**config.mk**
```make
export PLATFORM = sky130hd
export DESIGN_NAME = arpc_ram
export DESIGN_NICKNAME = d
export VERILOG_FILES = /design/src/rtl/core/arpc_ram.sv
export SDC_FILE = /design/constraint.sdc
export NUM_CORES = 1
export LEC_CHECK = 0
export ABC_CLOCK_PERIOD_IN_PS = 2150
export BUFFER_PORTS_ARGS = -buffer_cell sky130_fd_sc_hd__buf_2
export CORE_ASPECT_RATIO = 1.25
export CORE_MARGIN = 8
export CORE_UTILIZATION = 35
export CTS_BUF_LIST = sky130_fd_sc_hd__clkbuf_8
export DETAILED_ROUTE_END_ITERATION = 8
export SYNTH_ARGS = -nofsm -noshare
export SYNTH_HDL_FRONTEND = slang
export SYNTH_SLANG_ARGS = --single-unit
```
**constraint.sdc**
```tcl
create_clock -name i_clk -period 2.15 [get_ports i_clk]
set_input_delay 0.215 -clock i_clk [delete_from_list [all_inputs] [get_ports i_clk]]
set_output_delay 0.215 -clock i_clk [all_outputs]
set_load 0.01 [all_outputs]
```
**src/rtl/core/arpc_ram.sv**
```systemverilog
// Generic single-port RAM with registered read (read-before-write).
module arpc_ram #(
    parameter int WIDTH = 8,
    parameter int DEPTH = 16
) (
    input  logic                                   i_clk,
    input  logic                                   i_we,
    input  logic [((DEPTH > 1) ? $clog2(DEPTH) : 1)-1:0] i_addr,
    input  logic [WIDTH-1:0]                       i_wdata,
    output logic [WIDTH-1:0]                       o_rdata
);
    logic [WIDTH-1:0] r_mem [DEPTH];
    logic [WIDTH-1:0] r_rdata;

    always_ff @(posedge i_clk) begin
        if (i_we) begin
            r_mem[i_addr] <= i_wdata;
        end
        r_rdata <= r_mem[i_addr];
    end

    assign o_rdata = r_rdata;
endmodule

```
==> metrics.txt <==
post-route setup slack 787 ps; vias per cell between 5 and 6; vias in the first global route 2566; Final Setup Violations 0; IO Count 22; Post-Route Skew between 6 and 7 ps; largest net degree at the start of global routing 40; P&R area growth vs syn 16.4%; initial drt markers 220; sequential fraction of the synthesis area 0.790; die area 18600 um^2; number of setup buffers added after CTS 0; simple-gate area share of the yosys netlist 0.0321; Max IR drop VDD between 0.0003 and 0.0004 V; WP data arrival 1670 ps; worst slack, placed roughly 460 ps; fraction of final layout cells with drive strength greater than 1 0.338; Adder-Cell Fraction of Synth Area 0; RSZ-0062 raised after global routing false; distinct cell type count after synthesis 18; Final Hold Viols 0; PostCTS Resize Cnt 0; Initial Util 0.355; Hold-fix buffers, CTS 0; final antenna-violating net count 0; critical path class flip-flop to flip-flop; core area between 10000 and 15000 um^2; crit end category flip-flop; Routed WL 9480 um; CTS Buffer Depth 2; biggest area consumer among synthesized cells edfxtp_1; Slew Limit Headroom 0.486; gpl congestion between 0.7 and 0.8; mux cell area share after synthesis 0.142; fmax 734 MHz; Post-Syn Area 5070 um^2; CTS root buf clkbuf_8; Worst-path clk slew approximately 70 ps; Worst-Margin Slew between 700 and 800 ps; CTS tree done; crit share post-route 0.634; worst endpoint required time between 2000 and 2500 ps; Mapped Avg Cell Area 22.0 um^2; Hold Slack between 150 and 200 ps; Net Count, Synth 244; synth top area cells edfxtp_1 (76%), mux4_2 (14%), dfxtp_1 (3.2%); Multi-input gate area approximately 1000 um^2; Post-Synth XOR/XNOR Area 0; post-synth top area share 0.759; drt pass-1 iters 4; Gate Count Post-Synth 230; FILL cells 1243; CTS Sinks 136; row cnt 49; Port Buffers 21; HP Class primary input to flip-flop; area fraction in compound gates after synthesis 0.0237; outcome finished, final reports clean; initial antenna violation count 1; largest family of logic cells by synthesized area multiplexers; DR vias 2368; Pwr per Cell Area 889 nW/um^2; total track usage 0.110; die height 151 um; drt wl/cell 20.1 um; Slew Limit Fails 0; remaining global-route overflow 0; detailed-placement wirelength estimate 6480 um; min Tclk post-route 1360 ps; # DRC 0; Worst setup SP type flip-flop; max_cap viols 0; Sequential Area 4000 um^2; Nets 294; H-tree levels 4; Die W 124 um; Synth warnings 0; Worst-Skew Late Latency 420 ps; cts bufs inserted 17; first-pass GRT wire length 14600 um; #FFs+latches synth 136; Setup TNS 0 ps; Crit Path Max Fanout 1; P_leak 1.93 nW
## power by group
| part | switching, W | total [W] | internal (W) |
|---|---|---|---|
| logic | 0.000157 | 0.000277 | 0.000120 |
| registers | 0.0000173 | 0.00298 | 0.00296 |
| clock network | 0.000881 | 0.00199 | 0.00111 |
## routing by layer
layer	track usage	part of all wire	vias up
met4	0.0483	0.021	0
met2	0.185	0.53	73
met3	0.0311	0.052	15
li1	-	-	1060
met5	0	0	-
met1	0.126	0.39	1220
## synth_stat cells
library cell and n:
clkbuf_2 1, nor2_1 13, nor3_1 4, and2_1 1, nand2_1 9, buf_2 2, nand2b_1 2, nor2b_1 2
buf_1 4, buf_6 2, or3b_2 1, nand3b_1 2, mux4_2 32, nand3_1 1, clkbuf_1 2, edfxtp_1 128
a22oi_1 16, dfxtp_1 8
## per-stage QoR
| step | instance area (um^2) | std cells | util | power, W |
|---|---|---|---|---|
| after floorplan | 5070 | 230 | - | 0.00319 |
| after global placement | 5520 | 439 | 0.386 | 0.00331 |
| after detailed placement | 5520 | 439 | 0.386 | 0.00332 |
| after CTS | 5890 | 471 | 0.413 | 0.00529 |
| after global routing | 5900 | 472 | 0.413 | 0.00542 |
| final | 5900 | 472 | 0.413 | 0.00524 |
## area by class of cell
type                            count  share of cell area
Antenna cell                        1            0.000424
Clock buffer                       17              0.0397
Multi-Input combinational cell     83               0.170
Timing Repair Buffer               42              0.0488
Sequential cell                   136               0.679
Clock inverter                     15              0.0242
Tap cell                          178              0.0378
## cell families after synthesis
family / count (synthesis)
AO/OA/AOI/OAI: 16
multiplexers: 32
flip-flops: 136
AND/OR/NAND/NOR: 35
buffers and inverters: 11
## final timing paths
| kind | start | endpoint | slack (ps) | cells past startpoint |
|---|---|---|---|---|
| worst min-delay path | i_wdata[0] | r_mem[12][0]$_DFFE_PP_ | 170 | 1 |
| worst max-delay path | r_mem[3][3]$_DFFE_PP_ | o_rdata[3]$_DFF_P_ | 790 | 3 |
| worst min register to register | r_mem[15][0]$_DFFE_PP_ | o_rdata[0]$_DFF_P_ | 680 | 3 |
| worst max register to register | r_mem[3][3]$_DFFE_PP_ | o_rdata[3]$_DFF_P_ | 790 | 3 |
## critical path, cell delays in order (launching register included)
cell      delay, ps
edfxtp_1        380
mux4_2          490
a22oi_1         300
nand2_1          80
## state kept, by name, indices dropped and copies added, names as in the netlist
name     flops
r_mem      128
o_rdata      8
## layout by cell type, fill, tap and decap left out, drive strengths merged
cell type,count
a22oi,16
diode,1
clkbuf,17
nand3b,2
dfxtp,8
nand3,1
clkinv,9
or3b,1
buf,42
bufinv,3
clkinvlp,1
nor2b,2
inv,2
nor2,13
nand2b,2
edfxtp,128
mux4,32
and2,1
nand2,9
nor3,4
No activity file was read; power rests on OpenSTA's default activity.
